===== src/hw/rtl/spdq_pkg.sv =====
// Shared types and codes for the stable priority dispatch queue.
package spdq_pkg;

	// Operation codes
	localparam logic OP_PUSH = 1'b0;
	localparam logic OP_POP  = 1'b1;

	// Status codes
	localparam logic [1:0] STATUS_OK       = 2'd0;
	localparam logic [1:0] STATUS_EMPTY    = 2'd1;
	localparam logic [1:0] STATUS_FULL     = 2'd2;
	localparam logic [1:0] STATUS_INACTIVE = 2'd3;

	// Severity levels held in the queue
	localparam int NUM_LEVELS = 3;

	// Reset value of the active destination register
	localparam logic [2:0] ACTIVE_DEST_RESET = 3'd2;

	typedef struct packed {
		logic        op;
		logic [1:0]  severity;
		logic [15:0] tag;
		logic [1:0]  destination;
	} in_item_t;

	typedef struct packed {
		logic [15:0] out_tag;
		logic [1:0]  out_severity;
		logic [1:0]  out_destination;
		logic [15:0] served_count;
		logic [1:0]  status;
		logic [5:0]  occupancy;
	} out_item_t;

	typedef enum logic [1:0] {
		ST_IDLE,
		ST_EXEC,
		ST_READ
	} state_t;

endpackage


===== src/hw/rtl/stable_priority_dispatch_queue_top.sv =====
// Stable three-level priority dispatch queue: per-level ring buffers in one tag memory.
//
// Usage: present an item on item and raise start while busy is low; the item
// transfers at that clock edge. A push (op 0) files the tag behind all waiting
// items of the same or higher severity; a pop (op 1) removes the head item and
// hands it to item.destination, bumping that destination's served counter.
// Every item yields exactly one result: result_valid is high for one cycle
// with the result struct, and the receiver must take it in that cycle.
// A push or a refused pop has its result built in the execute state and
// registered; a successful pop also passes the read state, since the head tag
// is read from the synchronous tag memory.
// Busy stays high through the execute state and, after a successful pop, the
// read state, so a new item is taken only once the last has left them.
// Each level (severities 0 and 1 share the lowest) has its own ring in the tag
// memory with head and tail pointers; the head comes from the highest nonempty level.
// The configuration channel (cfg_valid/cfg_ready/cfg_data) sets how many
// destinations are active; it is always ready.
// Reset clears all counts, pointers and served counters and sets two active
// destinations; the tag memory is not cleared and needs no sweep.
module stable_priority_dispatch_queue_top #(
	parameter int QUEUE_DEPTH      = 32,
	parameter int MAX_DESTINATIONS = 4
) (
	input  logic                 clk,
	input  logic                 arst_n,
	input  logic                 start,
	output logic                 busy,
	input  spdq_pkg::in_item_t   item,
	input  logic                 cfg_valid,
	output logic                 cfg_ready,
	input  logic [2:0]           cfg_data,
	output logic                 result_valid,
	output spdq_pkg::out_item_t  result
);

	localparam int PTR_W    = $clog2(QUEUE_DEPTH);
	localparam int CNT_W    = $clog2(QUEUE_DEPTH + 1);
	localparam int ADDR_W   = PTR_W + 2;
	localparam int MEM_SIZE = 4 << PTR_W;
	localparam int DST_W    = (MAX_DESTINATIONS > 1) ? $clog2(MAX_DESTINATIONS) : 1;

	// Control state
	spdq_pkg::state_t     state_q, state_d;
	logic [2:0]           active_q;
	logic [CNT_W-1:0]     total_q;
	logic [CNT_W-1:0]     lvl_cnt_q [spdq_pkg::NUM_LEVELS];
	logic [PTR_W-1:0]     head_q    [spdq_pkg::NUM_LEVELS];
	logic [PTR_W-1:0]     tail_q    [spdq_pkg::NUM_LEVELS];
	logic [15:0]          served_q  [MAX_DESTINATIONS];
	logic                 done_q;

	// Payload registers
	spdq_pkg::in_item_t   item_q;
	spdq_pkg::out_item_t  res_q;
	logic [15:0]          mem [MEM_SIZE];
	logic [15:0]          rd_data_s1;

	// Decoded controls
	logic                 accept;
	logic                 push_ok, push_full;
	logic                 pop_empty, pop_inactive, pop_ok;
	logic                 emit_now, emit_tag;
	logic [1:0]           push_lvl, head_lvl;
	logic [DST_W-1:0]     dst_idx;
	logic [15:0]          served_next;
	logic [CNT_W-1:0]     total_next;
	logic [CNT_W+5:0]     occ_ext;
	logic [ADDR_W-1:0]    wr_addr, rd_addr;

	assign accept    = start && !busy;
	assign cfg_ready = 1'b1;

	// Level of the pushed item: severity zero counts as the lowest level
	always_comb begin
		case (item_q.severity)
			2'd3:    push_lvl = 2'd2;
			2'd2:    push_lvl = 2'd1;
			default: push_lvl = 2'd0;
		endcase
	end

	// Head sits in the highest nonempty level
	always_comb begin
		if (lvl_cnt_q[2] != '0) begin
			head_lvl = 2'd2;
		end else if (lvl_cnt_q[1] != '0) begin
			head_lvl = 2'd1;
		end else begin
			head_lvl = 2'd0;
		end
	end

	assign dst_idx     = DST_W'(item_q.destination);
	assign served_next = served_q[dst_idx] + 16'd1;
	assign wr_addr     = {push_lvl, tail_q[push_lvl]};
	assign rd_addr     = {head_lvl, head_q[head_lvl]};

	// Next state and per-state controls
	always_comb begin
		state_d      = state_q;
		busy         = 1'b1;
		push_ok      = 1'b0;
		push_full    = 1'b0;
		pop_empty    = 1'b0;
		pop_inactive = 1'b0;
		pop_ok       = 1'b0;
		emit_now     = 1'b0;
		emit_tag     = 1'b0;
		unique case (state_q)
			spdq_pkg::ST_IDLE: begin
				busy = 1'b0;
				if (start) begin
					state_d = spdq_pkg::ST_EXEC;
				end
			end
			spdq_pkg::ST_EXEC: begin
				if (item_q.op == spdq_pkg::OP_PUSH) begin
					push_full = (total_q == CNT_W'(QUEUE_DEPTH));
					push_ok   = !push_full;
					emit_now  = 1'b1;
					state_d   = spdq_pkg::ST_IDLE;
				end else if (total_q == '0) begin
					pop_empty = 1'b1;
					emit_now  = 1'b1;
					state_d   = spdq_pkg::ST_IDLE;
				end else if (({1'b0, item_q.destination} >= active_q) ||
						(32'(item_q.destination) >= MAX_DESTINATIONS)) begin
					pop_inactive = 1'b1;
					emit_now     = 1'b1;
					state_d      = spdq_pkg::ST_IDLE;
				end else begin
					pop_ok  = 1'b1;
					state_d = spdq_pkg::ST_READ;
				end
			end
			spdq_pkg::ST_READ: begin
				emit_tag = 1'b1;
				state_d  = spdq_pkg::ST_IDLE;
			end
			default: begin
				state_d = spdq_pkg::ST_IDLE;
			end
		endcase
	end

	// Occupancy after this step, masked to the result width
	always_comb begin
		total_next = total_q;
		if (push_ok) begin
			total_next = total_q + CNT_W'(1);
		end else if (pop_ok) begin
			total_next = total_q - CNT_W'(1);
		end
	end
	assign occ_ext = {6'd0, total_next};

	// State register
	always_ff @(posedge clk or negedge arst_n) begin
		if (!arst_n) begin
			state_q <= spdq_pkg::ST_IDLE;
		end else begin
			state_q <= state_d;
		end
	end

	// Configuration register
	always_ff @(posedge clk or negedge arst_n) begin
		if (!arst_n) begin
			active_q <= spdq_pkg::ACTIVE_DEST_RESET;
		end else if (cfg_valid && cfg_ready) begin
			active_q <= cfg_data;
		end
	end

	// Queue bookkeeping: counts and ring pointers per level
	always_ff @(posedge clk or negedge arst_n) begin
		if (!arst_n) begin
			total_q <= '0;
			for (int i = 0; i < spdq_pkg::NUM_LEVELS; i++) begin
				lvl_cnt_q[i] <= '0;
				head_q[i]    <= '0;
				tail_q[i]    <= '0;
			end
		end else begin
			total_q <= total_next;
			if (push_ok) begin
				lvl_cnt_q[push_lvl] <= lvl_cnt_q[push_lvl] + CNT_W'(1);
				tail_q[push_lvl]    <= tail_q[push_lvl] + PTR_W'(1);
			end
			if (pop_ok) begin
				lvl_cnt_q[head_lvl] <= lvl_cnt_q[head_lvl] - CNT_W'(1);
				head_q[head_lvl]    <= head_q[head_lvl] + PTR_W'(1);
			end
		end
	end

	// Served counters per destination
	always_ff @(posedge clk or negedge arst_n) begin
		if (!arst_n) begin
			for (int i = 0; i < MAX_DESTINATIONS; i++) begin
				served_q[i] <= '0;
			end
		end else if (pop_ok) begin
			served_q[dst_idx] <= served_next;
		end
	end

	// Result strobe
	always_ff @(posedge clk or negedge arst_n) begin
		if (!arst_n) begin
			done_q <= 1'b0;
		end else begin
			done_q <= emit_now || emit_tag;
		end
	end

	// Capture the item on transfer
	always_ff @(posedge clk) begin
		if (accept) begin
			item_q <= item;
		end
	end

	// Tag memory: write on push, read head on pop
	always_ff @(posedge clk) begin
		if (push_ok) begin
			mem[wr_addr] <= item_q.tag;
		end
		if (pop_ok) begin
			rd_data_s1 <= mem[rd_addr];
		end
	end

	// Build the result; the popped tag lands in the following cycle, in the read state
	always_ff @(posedge clk) begin
		if (emit_now || pop_ok) begin
			res_q.out_tag         <= '0;
			res_q.out_severity    <= pop_ok ? (head_lvl + 2'd1) : 2'd0;
			res_q.out_destination <= (item_q.op == spdq_pkg::OP_POP) ?
				item_q.destination : 2'd0;
			res_q.served_count    <= pop_ok ? served_next : 16'd0;
			res_q.occupancy       <= occ_ext[5:0];
			if (push_full) begin
				res_q.status <= spdq_pkg::STATUS_FULL;
			end else if (pop_empty) begin
				res_q.status <= spdq_pkg::STATUS_EMPTY;
			end else if (pop_inactive) begin
				res_q.status <= spdq_pkg::STATUS_INACTIVE;
			end else begin
				res_q.status <= spdq_pkg::STATUS_OK;
			end
		end else if (emit_tag) begin
			res_q.out_tag <= rd_data_s1;
		end
	end

	assign result_valid = done_q;
	assign result       = res_q;

endmodule


===== config.mk =====
export PLATFORM = sky130hd
export DESIGN_NAME = stable_priority_dispatch_queue_top
export DESIGN_NICKNAME = d
export VERILOG_FILES = /design/src/hw/rtl/spdq_pkg.sv /design/src/hw/rtl/stable_priority_dispatch_queue_top.sv
export SDC_FILE = /design/constraint.sdc
export NUM_CORES = 2
export LEC_CHECK = 0
export BUFFER_PORTS_ARGS = -buffer_cell sky130_fd_sc_hd__buf_2
export CAP_MARGIN = 20
export CELL_PAD_IN_SITES_DETAIL_PLACEMENT = 0
export CELL_PAD_IN_SITES_GLOBAL_PLACEMENT = 1
export CORE_MARGIN = 5
export CORE_UTILIZATION = 52
export DETAILED_ROUTE_END_ITERATION = 8
export PLACE_DENSITY_LB_ADDON = 0.1
export SLEW_MARGIN = 25
export SYNTH_ARGS = -nofsm -noshare
export SYNTH_HDL_FRONTEND = slang
export SYNTH_SLANG_ARGS = --single-unit

===== constraint.sdc =====
create_clock -name clk -period 4.95 [get_ports clk]
set_input_delay 0.495 -clock clk [delete_from_list [all_inputs] [get_ports clk]]
set_output_delay 0.495 -clock clk [all_outputs]
set_load 0.02 [all_outputs]

# --- Word level (Yosys, flattened, before mapping) ---
# Memory sizes are Yosys's and may differ from the RTL's. A register that Yosys moved wholly into a read port is not among the register bits.
# Cells that the tools add are included.
classes:
  add_sub_neg: 8
  order_cmp: 7
  n_eq_ne: 6
  muxes: 66
  bitwise_logic: 3
  n_reduce_logical: 11
ops:
  columns: ["op", "count"]
  rows:
  - ["64-bit bitwise mux", 1]
  - ["16-bit 2-to-1 mux", 3]
  - ["6-bit 2-to-1 mux", 8]
  - ["18-bit bitwise mux", 2]
  - ["18-bit 2-to-1 mux", 2]
  - ["16-bit binary-select mux with 2-bit select", 1]
  - ["16-bit demux with 2-bit select", 1]
  - ["15-bit bitwise mux", 2]
  - ["5-bit 2-to-1 mux", 6]
  - ["6-bit binary-select mux with 2-bit select", 2]
  - ["6-bit demux with 2-bit select", 2]
  - ["1-bit 2-to-1 mux", 23]
  - ["5-bit binary-select mux with 2-bit select", 2]
  - ["5-bit demux with 2-bit select", 2]
  - ["16-bit by 1-bit adder with 16-bit output, second input constant", 1]
  - ["2-bit 2-to-1 mux", 7]
  - ["6-bit by 1-bit adder with 6-bit output, second input constant", 2]
  - ["6-bit nonzero test", 2]
  - ["6-bit by 1-bit subtractor with 6-bit output, second input constant", 2]
  - ["5-bit by 1-bit adder with 5-bit output, second input constant", 2]
  - ["3-bit >= comparator, second input constant", 3]
  - ["3-bit by 1-bit < comparator with 1-bit output, second input constant", 3]
  - ["2-bit inverter with 3-bit output", 3]
  - ["2-bit case mux with 2 select lines", 2]
  - ["11 further kinds", 17]
word_totals:
  reg_bits: 189
  ram_bits: 2048
  in_bits: 28
  output_inout_bits: 47
  word_cells: 129
  n_memories: 1
memory_table:
  columns: ["memory", "depth", "width", "rd", "rd_ports_with_merged_regs", "wr", "line", "text"]
  rows:
  - ["mem", 128, 16, 1, 1, 1, "stable_priority_dispatch_queue_top.sv:55", "logic [15:0] mem [MEM_SIZE];"]

# --- Depth between registers and ports, before layout ---
logic_depth:
  ltp_word: 11
  depth_mapped: 15
  ltp_nobuf: 11

# --- Worst setup path before layout ---
# OpenSTA, ideal clock, no wires.
synth_path:
  path_type: "register to register"
  startpoint: "register item_q (netlist bit dst_idx[0])"
  endpoint: "register head_q[11] in the netlist's numbering"
  setup_time_ns: 0.125
  arrival_ns: 3.339
  required_time_ns: 4.825
  path_slack_ns: 1.486
  stages_incl_launch_ff: 14
  n_path_buf: 3
  synth_period_minus_slack_ns: 3.464
  path_cell_list: "edfxtp_1 buf_2 clkbuf_1 inv_1 ha_1 nand2b_1 a21oi_1 nor2_1 nor2_1 nand3_1 clkinv_1 nand2_1 clkbuf_1 mux2_2"
synth_between:
  elab_chain_len: 5
synth_rtl:
  columns: ["element", "line", "text"]
  rows:
  - ["start: declaration", "stable_priority_dispatch_queue_top.sv:53", "spdq_pkg::in_item_t item_q;"]
  - ["start signal: assignment", "stable_priority_dispatch_queue_top.sv:220", "item_q <= item;"]
  - ["2-bit by 3-bit >= comparator with 1-bit output", "stable_priority_dispatch_queue_top.sv:126", "end else if (({1'b0, item_q.destination} >= active_q) ||"]
  - ["1-bit 2-to-1 mux", "stable_priority_dispatch_queue_top.sv:126", null]
  - ["1-bit 2-to-1 mux", "stable_priority_dispatch_queue_top.sv:122", "end else if (total_q == '0) begin"]
  - ["1-bit 2-to-1 mux", "stable_priority_dispatch_queue_top.sv:117", "if (item_q.op == spdq_pkg::OP_PUSH) begin"]
  - ["1-bit 2-to-1 mux", "stable_priority_dispatch_queue_top.sv:109", "unique case (state_q)"]
  - ["named net pop_ok", "stable_priority_dispatch_queue_top.sv:61", "logic pop_empty, pop_inactive, pop_ok;"]
  - ["end signal: indexed assignment", "stable_priority_dispatch_queue_top.sv:192", "head_q[head_lvl] <= head_q[head_lvl] + PTR_W'(1);"]
  - ["end: declaration", "stable_priority_dispatch_queue_top.sv:47", "logic [PTR_W-1:0] head_q [spdq_pkg::NUM_LEVELS];"]
# The timed path passes the listed nets, and every way through them passes these cells.
# A chain may end at the register's enable or synchronous reset.

# --- Worst setup path in the final report ---
layout_path:
  startpoint: "register lvl_cnt_q[0] in the netlist's numbering"
  endpoint: "register rd_data_s1[9] (read register of mem) (data pin)"
layout_between:
  elab_chain_len: 6
layout_rtl:
  columns: ["element", "line", "text"]
  rows:
  - ["start: declaration", "stable_priority_dispatch_queue_top.sv:46", "logic [CNT_W-1:0] lvl_cnt_q [spdq_pkg::NUM_LEVELS];"]
  - ["start signal: indexed assignment", "stable_priority_dispatch_queue_top.sv:187", "lvl_cnt_q[push_lvl] <= lvl_cnt_q[push_lvl] + CNT_W'(1);"]
  - ["start signal: indexed assignment", "stable_priority_dispatch_queue_top.sv:191", "lvl_cnt_q[head_lvl] <= lvl_cnt_q[head_lvl] - CNT_W'(1);"]
  - ["6-bit nonzero test (*)", "stable_priority_dispatch_queue_top.sv:84", "if (lvl_cnt_q[2] != '0) begin"]
  - ["2-bit 2-to-1 mux (*)", "stable_priority_dispatch_queue_top.sv:84", null]
  - ["2-bit inverter with 3-bit output (not written as such)", "stable_priority_dispatch_queue_top.sv:96", "assign rd_addr = {head_lvl, head_q[head_lvl]};"]
  - ["5-bit binary-select mux with 2-bit select", "stable_priority_dispatch_queue_top.sv:96", null]
  - ["5-bit 2-to-1 mux (not written as such) (2 in a row)", "stable_priority_dispatch_queue_top.sv:96", null]
  - ["end: declaration", "stable_priority_dispatch_queue_top.sv:56", "logic [15:0] rd_data_s1;"]
# Every way passes the cells marked *; elsewhere a longest branch is shown, timed or not. The select of a mux whose other input is x is not followed.

==> impl_metrics.tcl <==
set metrics [dict create \
    status "complete, no violations" \
    timing.hold.ws_ns 0.313 \
    cp_slowest_stage_delay_ns 0.71 \
    grt_pass1_vias 40900 \
    skew_ns 0.0259 \
    drc_errors 0 \
    initial_core_util_pct 52.1 \
    overflow 0 \
    yosysSeqAreaShare_pct 74.3 \
    crit_required_ns 5.47 \
    drt_wl_total_um 197000 \
    grt_max_degree 136 \
    endpoint_kind "flip-flop" \
    p_per_area_nw_per_um2 568 \
    gp_congestion 0.880 \
    fin_total_pwr_mw 44.9 \
    area_growth_pct 14.0 \
    synth_top_area_share_pct 69.3 \
    hold_viol 0 \
    layout-drive-gt1-share_pct 12.7 \
    yosys.area.top_type "edfxtp_1" \
    r2r_slack_ns 0.50 \
    cp-start-kind "flip-flop" \
    vias_per_cell 5.90 \
    r2r_cells 11 \
    synthCells 5078 \
    core_um2 133000 \
    period_needed_ns 4.45 \
    max_freq_ghz 0.225 \
    final_nets 5379 \
    arrival_ns 4.97 \
    grt_pass1_wl_um 286000 \
    layout_common_cells "1601 x edfxtp_1, 1199 x nand2_1, 425 x nand3_1" \
    slew_headroom_pct 24.9 \
    port_buffers 73 \
    cp_common_cell "buf_4" \
    vias 42900 \
    wl_per_cell_um 27.1 \
    criticalPathCategory "reg -> reg" \
    drv_cap 0 \
    numPlacedInstances 6902 \
    fin_ws_ns 0.499 \
    die-area_um2 141000 \
    synth_edf_count 1601 \
    final_cells 7262 \
    cts.htree.levels 4 \
    tightest_slew_ns 1.12 \
    synthesis.area_per_instance_um2 13.7 \
    critPathMaxFanout 10 \
    clockRootBuffer "clkbuf_16" \
    final_util_pct 59.5 \
    dp_worst_setup_slack_ns 0.525 \
    cts_max_path_buffers 3 \
    ys_ff_latch 1741 \
    regArea_um2 51500 \
    clk_pin_slew_worst_paths_ns 0.06 \
    cts_tree "yes" \
    die_x_um 375 \
    synth_area_um2 69300 \
    fill_cells 10200 \
    cpMaxStageDelayCell "a31oi_1" \
    crit_chain "or4_4, nor2_4, a31oi_2, buf_4, nand2b_1, nor3_1, buf_4, a22o_1, a221oi_1, a31oi_1, nor4_1" \
    num_rows 134 \
    cpLargestDelayFamily "simple AND/OR/NAND/NOR gates" \
    syn_nets 5115 \
    fin_crit_sh_pct 89.9 \
    layout_commonest_cell "edfxtp_1" \
    die_y_um 375 \
    hp-class "in -> async" \
    antenna_found_initial 4 \
    grt_use_total_pct 27.8 \
    cts_resized 0 \
    final_max_slew_viol_count 0 \
    post-dp-hpwl_um 119000 \
    crit-reg2reg-launch "lvl_cnt_q[0]$_DFF_PN0_" \
    antenna_left 0 \
    placed_area_um2 72900 \
    first_pass_iters 5 \
    p_leak_nw 27.6 \
    worst_r2r_endpoint "rd_data_s1[9]$_DFFE_PP_" \
    ys_warn_count 0 \
    final_design_area_no_fill_um2 79100 \
    async_reset_ff_share_pct 7.12 \
    synth_flop_cell "edfxtp_1" \
    cts.sinks 1741 \
    vdd_drop_max_mv 0.573 \
    rsz0062_at_grt "false" \
    ios 75 \
    multi_input_area_um2 16300 \
    ys_types 79 \
    setup_violations 0 \
    synth.area.top_cells "edfxtp_1 69%, nand2_1 6.5%, dfrtp_1 4.4%" \
    path_buf_inv 2 \
    drtIter0Drc 4354 \
    insertion_delay_ns 0.81 \
    timing.setup.tns_ns 0 \
    numCtsBuffers 179 \
]
[synth_stat cells, types with 11 or more instances]
| master | n |
|---|---|
| a21oi_1 | 236 |
| nor2_1 | 271 |
| a32oi_1 | 46 |
| nand2_1 | 1199 |
| xor2_1 | 15 |
| buf_2 | 160 |
| mux2_2 | 17 |
| a221oi_1 | 14 |
| inv_1 | 16 |
| a21boi_0 | 12 |
| nor3_1 | 37 |
| mux2i_1 | 176 |
| nor4_1 | 34 |
| and3_1 | 81 |
| o21ai_0 | 67 |
| dfrtp_1 | 123 |
| a22o_1 | 26 |
| edfxtp_1 | 1601 |
| mux4_2 | 32 |
| buf_4 | 36 |
| nand3_1 | 425 |
| a211oi_1 | 16 |
| o22ai_1 | 15 |
| o211ai_1 | 11 |
| xnor2_1 | 26 |
| a22oi_1 | 33 |
| dfxtp_1 | 16 |
| a31oi_1 | 78 |
| buf_1 | 19 |
| clkbuf_1 | 75 |
[worst max path at each step]
stage | startpoint | endpoint | slack (ns) | cells past startpoint
after floorplan | dst_idx[0]$_DFFE_PP_ | head_q[11]$_DFFE_PN0P_ | 1.49 | 13
after global placement | lvl_cnt_q[0]$_DFF_PN0_ | rd_data_s1[10]$_DFFE_PP_ | 0.30 | 11
after detailed placement | lvl_cnt_q[0]$_DFF_PN0_ | rd_data_s1[9]$_DFFE_PP_ | 0.52 | 11
after CTS | lvl_cnt_q[0]$_DFF_PN0_ | rd_data_s1[10]$_DFFE_PP_ | 0.53 | 10
after global routing | lvl_cnt_q[0]$_DFF_PN0_ | rd_data_s1[13]$_DFFE_PP_ | 0.37 | 10
final | lvl_cnt_q[0]$_DFF_PN0_ | rd_data_s1[9]$_DFFE_PP_ | 0.50 | 11
[repair_timing]
action / 4_1_cts / 5_1_grt
endpoints found under the setup margin: 0 / 0
buffers inserted: 0 / 0
hold endpoints to repair: 98 / 0
hold buffers: 27 / 0
[cell type report]
| class | count | area share [%] |
|---|---|---|
| well taps | 1768 | 2.80 |
| clock buffers | 233 | 6.22 |
| flip-flops and latches | 1741 | 65.1 |
| repair buffers | 382 | 3.85 |
| clock inverters | 99 | 1.22 |
| diodes | 1 | 0.00316 |
| inverters | 19 | 0.106 |
| multi-input cells | 3019 | 20.7 |
[registers in the layout, summed over array words and instances, names as in the netlist, 6 cells and up]
signal,count
mem,1536
served_q,64
result,44
item_q,19
lvl_cnt_q,18
rd_data_s1,16
head_q,15
tail_q,15
total_q,6
[per-layer routing]
layer  vias to the layer above  global-route usage (%)  part of all wire (%)
li1                      19300                       -                     -
met1                     21600                    39.1                    41
met2                      1637                    43.9                    47
met3                       294                    5.65                   8.1
met4                         2                    8.92                   3.1
met5                         -                       0                0.0036
[logic make-up (layout without fill, tap and decap cells)]
| kind of cell | count (synthesis) | after routing | synth area share [%] |
|---|---|---|---|
| AO/OA/AOI/OAI | 631 | 631 | 5.86 |
| multiplexers | 225 | 225 | 3.86 |
| other | 1 | 2 | 0.00541 |
| flip-flops | 1741 | 1741 | 74.3 |
| AND/OR/NAND/NOR | 2112 | 2112 | 13.0 |
| XOR/XNOR | 41 | 41 | 0.518 |
| adder cells (fa/ha/maj) | 9 | 9 | 0.162 |
| buffers and inverters | 318 | 733 | 2.31 |
[where the power goes]
group          internal (mW)  switching, mW
sequential              16.9          0.482
clock                   7.89           5.60
combinational           4.38           9.60
(Power assumes the default switching activity.)
